## config.mk

```make
export PLATFORM = sky130hd
export DESIGN_NAME = radial_shading_pattern
export DESIGN_NICKNAME = d
export VERILOG_FILES = /design/src/rtl/rsp_pkg.sv /design/src/rtl/radial_shading_pattern.sv /design/src/rtl/rsp_front.sv /design/src/rtl/rsp_cell.sv
export VERILOG_INCLUDE_DIRS = /design/src /design/src/rtl
export SDC_FILE = /design/constraint.sdc
export NUM_CORES = 2
export LEC_CHECK = 0
export BUFFER_PORTS_ARGS = -buffer_cell sky130_fd_sc_hd__buf_4
export CAP_MARGIN = 15
export CORE_ASPECT_RATIO = 1.75
export CORE_UTILIZATION = 23
export DETAILED_ROUTE_END_ITERATION = 8
export MAX_ROUTING_LAYER = met4
export PLACE_DENSITY = 0.37
export SETUP_SLACK_MARGIN = 0.02
export SYNTH_ARGS = -nofsm -noshare
export SYNTH_HDL_FRONTEND = slang
export SYNTH_SLANG_ARGS = --single-unit
```

## constraint.sdc

```tcl
create_clock -name clk -period 17.6 [get_ports clk]
set_input_delay 3.52 -clock clk [delete_from_list [all_inputs] [get_ports clk]]
set_output_delay 3.52 -clock clk [all_outputs]
set_load 0.005 [all_outputs]
```

## src/rtl/radial_shading_pattern_defines.svh

```systemverilog
// assertion macros shared by the front end and search cell modules
`ifndef RADIAL_SHADING_PATTERN_DEFINES_SVH
`define RADIAL_SHADING_PATTERN_DEFINES_SVH

// property checked at every rising clock edge outside reset
`define RSP_CHECK(name, prop, msg) \
	name: assert property (@(posedge clk) disable iff (!arst_n) (prop)) \
		else $error(msg);

// antecedent in one cycle implies consequent in the next
`define RSP_CHECK_NEXT(name, ante, cons, msg) \
	name: assert property (@(posedge clk) disable iff (!arst_n) (ante) |=> (cons)) \
		else $error(msg);

`endif

```

## src/rtl/rsp_pkg.sv

```systemverilog
// types and constants of the radial shading pattern block
package rsp_pkg;

	localparam int unsigned SIDE_W  = 13;
	localparam int unsigned COORD_W = 12;
	localparam int unsigned SQ_W    = 2 * COORD_W;
	localparam int unsigned SUM_W   = SQ_W + 1;
	localparam int unsigned TGT_W   = 42;
	localparam int unsigned JM_W    = SUM_W + 8;
	localparam int unsigned K_W     = 8;
	localparam int unsigned VAL_W   = 8;

	// sides above this are clamped
	localparam logic [16:0] MAX_SIDE = 17'd4096;
	// 255 squared
	localparam logic [15:0] SCALE_SQ = 16'd65025;

	localparam logic [0:0] REG_WIDTH  = 1'b0;
	localparam logic [0:0] REG_HEIGHT = 1'b1;

	// search state handed from cell to cell
	typedef struct packed {
		logic [TGT_W-1:0] tgt;  // 65025 * d
		logic [SUM_W-1:0] m;    // cx^2 + cy^2
		logic [TGT_W-1:0] s;    // j^2 * m
		logic [JM_W-1:0]  jm;   // j * m
		logic [K_W-1:0]   j;    // largest j with j^2 * m < tgt, bits so far
		logic             full; // center pixel or degenerate image
	} srch_t;

endpackage

```

## src/rtl/radial_shading_pattern.sv

```systemverilog
// top level of the radial shading pattern generator
// Radial shading pattern: for each (pixel_x, pixel_y) transfer the block returns one 8-bit
// pixel_value that is 255 at the image center (width/2, height/2) and falls linearly with
// Euclidean distance to 0 at the distance of corner (0,0), saturating to 0 beyond it. With
// d = dx^2 + dy^2 and m = cx^2 + cy^2, the value is 255 - k for the least k with
// k^2 * m >= 65025 * d; a degenerate image (m = 0) gives 255 everywhere, and sides above
// MAX_SIDE are clamped. The datapath is fully pipelined: one new pixel can be taken every
// clock while the output is not stalled, and each result passes through three front stages
// for squares and the scaled target, eight search cells that settle one bit of the ratio
// each, and one output register. Stalls on the output side back-pressure stage by stage,
// so bubbles are squeezed out before in_ready drops.
// image_width (index 0, reset 640) and image_height (index 1, reset 480) are written via
// cfg_we/cfg_idx/cfg_wdata by the user only while no pixel is in flight (not enforced).

module radial_shading_pattern (
	input  logic                          clk,
	input  logic                          arst_n,
	input  logic                          cfg_we,
	input  logic [0:0]                    cfg_idx,
	input  logic [rsp_pkg::SIDE_W-1:0]    cfg_wdata,
	input  logic                          in_valid,
	output logic                          in_ready,
	input  logic [rsp_pkg::COORD_W-1:0]   pixel_x,
	input  logic [rsp_pkg::COORD_W-1:0]   pixel_y,
	output logic                          out_valid,
	input  logic                          out_ready,
	output logic [rsp_pkg::VAL_W-1:0]     pixel_value
);

	localparam int unsigned NCELL = rsp_pkg::K_W;

	// configuration registers
	logic [rsp_pkg::SIDE_W-1:0] width_q, height_q;

	// search chain links, entry 0 comes from the front end
	rsp_pkg::srch_t chain [0:NCELL];
	logic           vld   [0:NCELL];
	logic           rdy   [0:NCELL];

	// output register
	logic                       out_valid_q;
	logic [rsp_pkg::VAL_W-1:0]  value_q;
	logic [rsp_pkg::VAL_W-1:0]  value_nxt;
	rsp_pkg::srch_t             last;

	always_ff @(posedge clk or negedge arst_n) begin
		if (!arst_n) begin
			width_q  <= rsp_pkg::SIDE_W'(640);
			height_q <= rsp_pkg::SIDE_W'(480);
		end else if (cfg_we) begin
			unique case (cfg_idx)
				rsp_pkg::REG_WIDTH:  width_q  <= cfg_wdata;
				rsp_pkg::REG_HEIGHT: height_q <= cfg_wdata;
				default: ;
			endcase
		end
	end

	// distances, squares and target over three stages
	rsp_front u_front (
		.clk      (clk),
		.arst_n   (arst_n),
		.width    (width_q),
		.height   (height_q),
		.in_valid (in_valid),
		.in_ready (in_ready),
		.pixel_x  (pixel_x),
		.pixel_y  (pixel_y),
		.dn_valid (vld[0]),
		.dn_ready (rdy[0]),
		.dn_data  (chain[0])
	);

	// one cell per bit of j, most significant first
	for (genvar i = 0; i < NCELL; i++) begin : g_cell
		rsp_cell #(
			.BIT (NCELL - 1 - i)
		) u_cell (
			.clk      (clk),
			.arst_n   (arst_n),
			.up_valid (vld[i]),
			.up_ready (rdy[i]),
			.up_data  (chain[i]),
			.dn_valid (vld[i+1]),
			.dn_ready (rdy[i+1]),
			.dn_data  (chain[i+1])
		);
	end

	// j is the largest value with j^2 m below target, so k = j + 1;
	// k of 255 or more means at or past the corner distance
	assign last = chain[NCELL];
	always_comb begin
		if (last.full) begin
			value_nxt = '1;
		end else if (last.j >= rsp_pkg::K_W'(254)) begin
			value_nxt = '0;
		end else begin
			value_nxt = rsp_pkg::VAL_W'(254) - last.j;
		end
	end

	assign rdy[NCELL] = !out_valid_q || out_ready;

	always_ff @(posedge clk or negedge arst_n) begin
		if (!arst_n) begin
			out_valid_q <= 1'b0;
		end else if (rdy[NCELL]) begin
			out_valid_q <= vld[NCELL];
		end
	end

	always_ff @(posedge clk) begin
		if (rdy[NCELL]) value_q <= value_nxt;
	end

	assign out_valid   = out_valid_q;
	assign pixel_value = value_q;

endmodule

```

## src/rtl/rsp_front.sv

```systemverilog
// front end: distances, squares and the scaled target
`include "radial_shading_pattern_defines.svh"

module rsp_front (
	input  logic                              clk,
	input  logic                              arst_n,
	input  logic [rsp_pkg::SIDE_W-1:0]        width,
	input  logic [rsp_pkg::SIDE_W-1:0]        height,
	input  logic                              in_valid,
	output logic                              in_ready,
	input  logic [rsp_pkg::COORD_W-1:0]       pixel_x,
	input  logic [rsp_pkg::COORD_W-1:0]       pixel_y,
	output logic                              dn_valid,
	input  logic                              dn_ready,
	output rsp_pkg::srch_t                    dn_data
);

	logic [rsp_pkg::SIDE_W-1:0]  sat_w, sat_h;
	logic [rsp_pkg::COORD_W-1:0] cx, cy, dx, dy;
	logic                        v_s1, v_s2, v_s3;
	logic                        rdy1, rdy2, rdy3;
	logic [rsp_pkg::SQ_W-1:0]    dx2_s1, dy2_s1, cx2_s1, cy2_s1;
	logic [rsp_pkg::SUM_W-1:0]   d_s2, m_s2, m_s3;
	logic [rsp_pkg::TGT_W-1:0]   tgt_s3;
	logic                        full_s3;

	// clamp to the largest side
	assign sat_w = ({4'd0, width} > rsp_pkg::MAX_SIDE) ?
		rsp_pkg::SIDE_W'(rsp_pkg::MAX_SIDE) : width;
	assign sat_h = ({4'd0, height} > rsp_pkg::MAX_SIDE) ?
		rsp_pkg::SIDE_W'(rsp_pkg::MAX_SIDE) : height;
	assign cx = sat_w[rsp_pkg::SIDE_W-1:1];
	assign cy = sat_h[rsp_pkg::SIDE_W-1:1];
	assign dx = (cx >= pixel_x) ? (cx - pixel_x) : (pixel_x - cx);
	assign dy = (cy >= pixel_y) ? (cy - pixel_y) : (pixel_y - cy);

	assign rdy3     = !v_s3 || dn_ready;
	assign rdy2     = !v_s2 || rdy3;
	assign rdy1     = !v_s1 || rdy2;
	assign in_ready = rdy1;

	always_ff @(posedge clk or negedge arst_n) begin
		if (!arst_n) begin
			v_s1 <= 1'b0;
			v_s2 <= 1'b0;
			v_s3 <= 1'b0;
		end else begin
			if (rdy1) v_s1 <= in_valid;
			if (rdy2) v_s2 <= v_s1;
			if (rdy3) v_s3 <= v_s2;
		end
	end

	always_ff @(posedge clk) begin
		if (rdy1) begin
			dx2_s1 <= rsp_pkg::SQ_W'(dx) * rsp_pkg::SQ_W'(dx);
			dy2_s1 <= rsp_pkg::SQ_W'(dy) * rsp_pkg::SQ_W'(dy);
			cx2_s1 <= rsp_pkg::SQ_W'(cx) * rsp_pkg::SQ_W'(cx);
			cy2_s1 <= rsp_pkg::SQ_W'(cy) * rsp_pkg::SQ_W'(cy);
		end
		if (rdy2) begin
			d_s2 <= rsp_pkg::SUM_W'(dx2_s1) + rsp_pkg::SUM_W'(dy2_s1);
			m_s2 <= rsp_pkg::SUM_W'(cx2_s1) + rsp_pkg::SUM_W'(cy2_s1);
		end
		if (rdy3) begin
			tgt_s3  <= rsp_pkg::TGT_W'(d_s2) * rsp_pkg::TGT_W'(rsp_pkg::SCALE_SQ);
			m_s3    <= m_s2;
			full_s3 <= (d_s2 == '0) || (m_s2 == '0);
		end
	end

	assign dn_valid     = v_s3;
	assign dn_data.tgt  = tgt_s3;
	assign dn_data.m    = m_s3;
	assign dn_data.s    = '0;
	assign dn_data.jm   = '0;
	assign dn_data.j    = '0;
	assign dn_data.full = full_s3;

	// a nonzero target can only be flagged when the image is degenerate
	`RSP_CHECK(a_full_cause, !(v_s3 && full_s3 && tgt_s3 != '0) || m_s3 == '0, "full flag without cause")

endmodule

```

## src/rtl/rsp_cell.sv

```systemverilog
// one search cell: settles one bit of the distance ratio
`include "radial_shading_pattern_defines.svh"

module rsp_cell #(
	parameter int unsigned BIT = 0
) (
	input  logic           clk,
	input  logic           arst_n,
	input  logic           up_valid,
	output logic           up_ready,
	input  rsp_pkg::srch_t up_data,
	output logic           dn_valid,
	input  logic           dn_ready,
	output rsp_pkg::srch_t dn_data
);

	localparam logic [rsp_pkg::K_W-1:0] BIT_MASK  = rsp_pkg::K_W'(1) << BIT;
	localparam logic [rsp_pkg::K_W-1:0] LOW_MASK  = BIT_MASK - rsp_pkg::K_W'(1);

	logic                        v_q;
	rsp_pkg::srch_t              st_q, nxt;
	logic [rsp_pkg::TGT_W-1:0]   cand;
	logic                        take;

	// (j + 2^b)^2 m = j^2 m + 2^(b+1) j m + 4^b m
	assign cand = up_data.s
		+ (rsp_pkg::TGT_W'(up_data.jm) << (BIT + 1))
		+ (rsp_pkg::TGT_W'(up_data.m) << (2 * BIT));
	assign take = cand < up_data.tgt;

	always_comb begin
		nxt = up_data;
		if (take) begin
			nxt.s  = cand;
			nxt.jm = up_data.jm + (rsp_pkg::JM_W'(up_data.m) << BIT);
			nxt.j  = up_data.j | BIT_MASK;
		end
	end

	assign up_ready = !v_q || dn_ready;

	always_ff @(posedge clk or negedge arst_n) begin
		if (!arst_n) begin
			v_q <= 1'b0;
		end else if (up_ready) begin
			v_q <= up_valid;
		end
	end

	always_ff @(posedge clk) begin
		if (up_ready) st_q <= nxt;
	end

	assign dn_valid = v_q;
	assign dn_data  = st_q;

	`RSP_CHECK(a_low_bits_clear, !v_q || (st_q.j & LOW_MASK) == '0, "lower bits decided early")
	`RSP_CHECK(a_below_target, !v_q || st_q.j == '0 || st_q.s < st_q.tgt, "accepted step overshoots")
	`RSP_CHECK_NEXT(a_hold_on_stall, v_q && !dn_ready, v_q && $stable(st_q.j) && $stable(st_q.s), "cell lost data on stall")

endmodule
```

==> impl_metrics.env <==
export IMPL_grt_pass1_wl_um=387000
export IMPL_multi_input_area_um2=51600
export IMPL_drive_gt1_share_pct=7.85
export IMPL_crit_buf_inv=5
export IMPL_syn_area_per_cell_um2=11.3
export IMPL_required_ns=18.13
export IMPL_cp_max_fo=12
export IMPL_area_delta_synth_final_pct=13.0
export IMPL_cts_root_buffer="clkbuf_16"
export IMPL_startpoint="pixel_x[0]"
export IMPL_grt_max_degree=118
export IMPL_fmax_mhz=79.9
export IMPL_yosys_cell_types_count=104
export IMPL_rrSetupSlack_ns=6.77
export IMPL_clock_path_buffers=4
export IMPL_netlist_top_cells_area="edfxtp_1, ha_1, fa_1"
export IMPL_cts_sinks=1164
export IMPL_hp_class="flip-flop to flip-flop"
export IMPL_cts_resized=0
export IMPL_drc=0
export IMPL_wl_per_cell_um=18.7
export IMPL_antenna_found_initial=4
export IMPL_ys_warn_count=0
export IMPL_wirelength_um=253000
export IMPL_worstRegToRegCells=32
export IMPL_ys_flop_type="edfxtp_1"
export IMPL_synth_top_cell_area_share_pct=37.5
export IMPL_layout_nets=9908
export IMPL_final_cell_mix="edfxtp_1, ha_1, inv_1, fa_1, nand2_1"
export IMPL_crit_path_end="u_front.dx2_s1[23]"
export IMPL_globalRouteTotalUtil_pct=13.2
export IMPL_clk_latency_ns=0.84
export IMPL_cts_buffers=143
export IMPL_cts_hold_buffers_added=0
export IMPL_cp_depth=31
export IMPL_criticalPathCategory="input port to flip-flop"
export IMPL_tightest_slew_ns=1.42
export IMPL_tns_ns=0
export IMPL_synth_edf_count=1128
export IMPL_yosysTopAreaCell="edfxtp_1"
export IMPL_ant_nets=0
export IMPL_rsz0062_at_grt="false"
export IMPL_clk_pin_slew_ns=0.06
export IMPL_die_h_um=831
export IMPL_drt_iter0_markers=1757
export IMPL_port_buffer_count=51
export IMPL_final_fill_count=41300
export IMPL_core_rowCount=304
export IMPL_ys_seq_area_share_pct=38.5
export IMPL_path_delay_family="compound AO/OA/AOI/OAI gates"
export IMPL_ys_ff_latch=1164
export IMPL_num_vias=58800
export IMPL_cts_tree="yes"
export IMPL_cp_data_arrival_time_ns=13.05
export IMPL_finalCritPeriodShare_pct=71.1
export IMPL_start_util_pct=23.1
export IMPL_dieWidth_um=476
export IMPL_drtPass1Iterations=7
export IMPL_hpwl_um=215000
export IMPL_io_pins=53
export IMPL_slowest_delay_ns=0.80
export IMPL_synth_area_um2=90300
export IMPL_die_area_um2=395000
export IMPL_setup_violations=0
export IMPL_grt_overflow=0
export IMPL_netlist_instances=8007
export IMPL_outcome="finished, final reports clean"
export IMPL_regArea_um2=34800
export IMPL_relSlewSlack_pct=4.88
export IMPL_finClkSkew_ns=0.0598
export IMPL_synthArstFlopShare_pct=3.09
export IMPL_final_hold_viol_count=0
export IMPL_cap_violations=0
export IMPL_startpoint_type="input port"
export IMPL_end_kind="flip-flop"
export IMPL_final_common_cell="edfxtp_1"
export IMPL_via_per_inst=4.35
export IMPL_cts_htree_levels=4
export IMPL_post_route_min_period_ns=12.52
export IMPL_grt_pass1_vias=66600
export IMPL_drv_slew=0
export IMPL_gp_congestion=0.875
export IMPL_slowest_stage="xnor2_1"
export IMPL_core_um2=391000
export IMPL_worstReg2RegStart="width_q[12]"
export IMPL_cts_setup_buffers=0
export IMPL_reg2reg_to="u_front.dx2_s1[23]"
==> cell type report <==
| class | count | area share, % |
|---|---|---|
| multi-input combinational | 5787 | 50.6 |
| sequential | 1164 | 34.1 |
| tap | 5202 | 6.38 |
| clock buffer | 167 | 3.65 |
| inverter | 978 | 3.61 |
| timing repair buffer | 115 | 0.858 |
| clock inverter | 77 | 0.774 |
| antenna | 35 | 0.0858 |
==> routing by layer <==
layer / wire (um) / up-vias / global-route usage, %
li1: - / 28800 / -
met1: 80100 / 28900 / 10.7
met2: 153000 / 634 / 27.9
met3: 4520 / 463 / 1.18
met4: 15600 / 0 / 7.23
met5: 0 / - / -
==> synthesized netlist by cell type (27+ instances only) <==
master,count
a211oi_1,87
o21a_1,75
or2_2,36
ha_1,1100
nand4_1,62
nor2b_1,105
and2_1,136
or3_1,27
a21boi_0,28
o21ai_0,318
fa_1,576
mux2_2,214
inv_1,968
dfrtp_1,30
o21bai_1,50
o211ai_1,29
a31oi_1,43
a21o_1,264
nand2b_1,89
nand3_1,110
nor3_1,108
nand2_1,510
nor2_1,409
edfxtp_1,1128
xnor2_1,359
clkbuf_1,82
and3_1,57
a21oi_1,434
xor2_1,148
o31ai_1,28
==> flip-flops by register name, indices dropped and copies added, names as in the netlist <==
register                cells
out_valid                   1
u_front.dx2_s1             23
pixel_value                 8
u_front.v_s2                1
u_front.v_s1                1
u_front.cx2_s1             23
u_front.m_s2               25
u_front.dy2_s1             23
width_q                    12
height_q                   12
u_front.d_s2               25
u_front.cy2_s1             23
g_cell.u_cell.dn_data     911
u_front.full_s3             1
u_front.m_s3               25
g_cell.u_cell.dn_valid      8
u_front.tgt_s3             41
u_front.dn_valid            1
==> worst min-delay path by stage <==
stage                           startpoint  slack, ns                     endpoint  depth (start not counted)
2_1_floorplan              u_front.full_s3       0.40  g_cell[0].u_cell.dn_data[0]                          0
3_3_place_gp   g_cell[4].u_cell.dn_data[5]       0.41  g_cell[5].u_cell.dn_data[5]                          0
3_5_place_dp   g_cell[4].u_cell.dn_data[6]       0.40  g_cell[5].u_cell.dn_data[6]                          0
4_1_cts        g_cell[4].u_cell.dn_data[6]       0.42  g_cell[5].u_cell.dn_data[6]                          0
5_1_grt        g_cell[4].u_cell.dn_data[6]       0.42  g_cell[5].u_cell.dn_data[6]                          0
6_report       g_cell[4].u_cell.dn_data[6]       0.41  g_cell[5].u_cell.dn_data[6]                          0
==> cells by family (layout without fill, tap and decap cells) <==
| kind of cell | count (synthesis) | after routing | share of synthesized area (%) |
|---|---|---|---|
| and+or+nand+nor | 1745 | 1745 | 9.44 |
| adders and majority gates | 1676 | 1676 | 28.0 |
| AOI/OAI and AO/OA | 1597 | 1597 | 11.6 |
| DFF | 1164 | 1164 | 38.5 |
| buffers and inverters | 1085 | 1337 | 4.58 |
| xor gates and xnor gates | 510 | 510 | 4.97 |
| muxes | 228 | 228 | 2.82 |
| other | 2 | 66 | 0.00832 |
==> worst register-to-register path, delay by kind of cell (launching register included) <==
family	cells	cell delay (ns)
buffers and inverters	5	0.70
flip-flops	1	0.76
AND/OR/NAND/NOR	2	0.60
adder cells (fa/ha/maj)	8	3.07
XOR/XNOR	2	0.95
multiplexers	1	0.23
AO/OA/AOI/OAI	14	4.27
==> per-stage QoR <==
stage | setup slack [ns] | cells | util (%) | hold WS (ns) | cell area (um^2)
4_1_cts | 4.98 | 13500 | 26.1 | 0.415 | 102000
3_5_place_dp | 4.09 | 13200 | 24.9 | 0.405 | 97400
6_report | 5.08 | 13500 | 26.1 | 0.413 | 102000
2_1_floorplan | 0.814 | 8036 | - | 0.400 | 90400
3_3_place_gp | 4.07 | 13200 | 24.9 | 0.406 | 97400
5_1_grt | 4.53 | 13500 | 26.1 | 0.416 | 102000
Power is left out: the tool's default activity adds up to more than one toggle a clock period on the data nets, which glitch-free logic cannot reach.
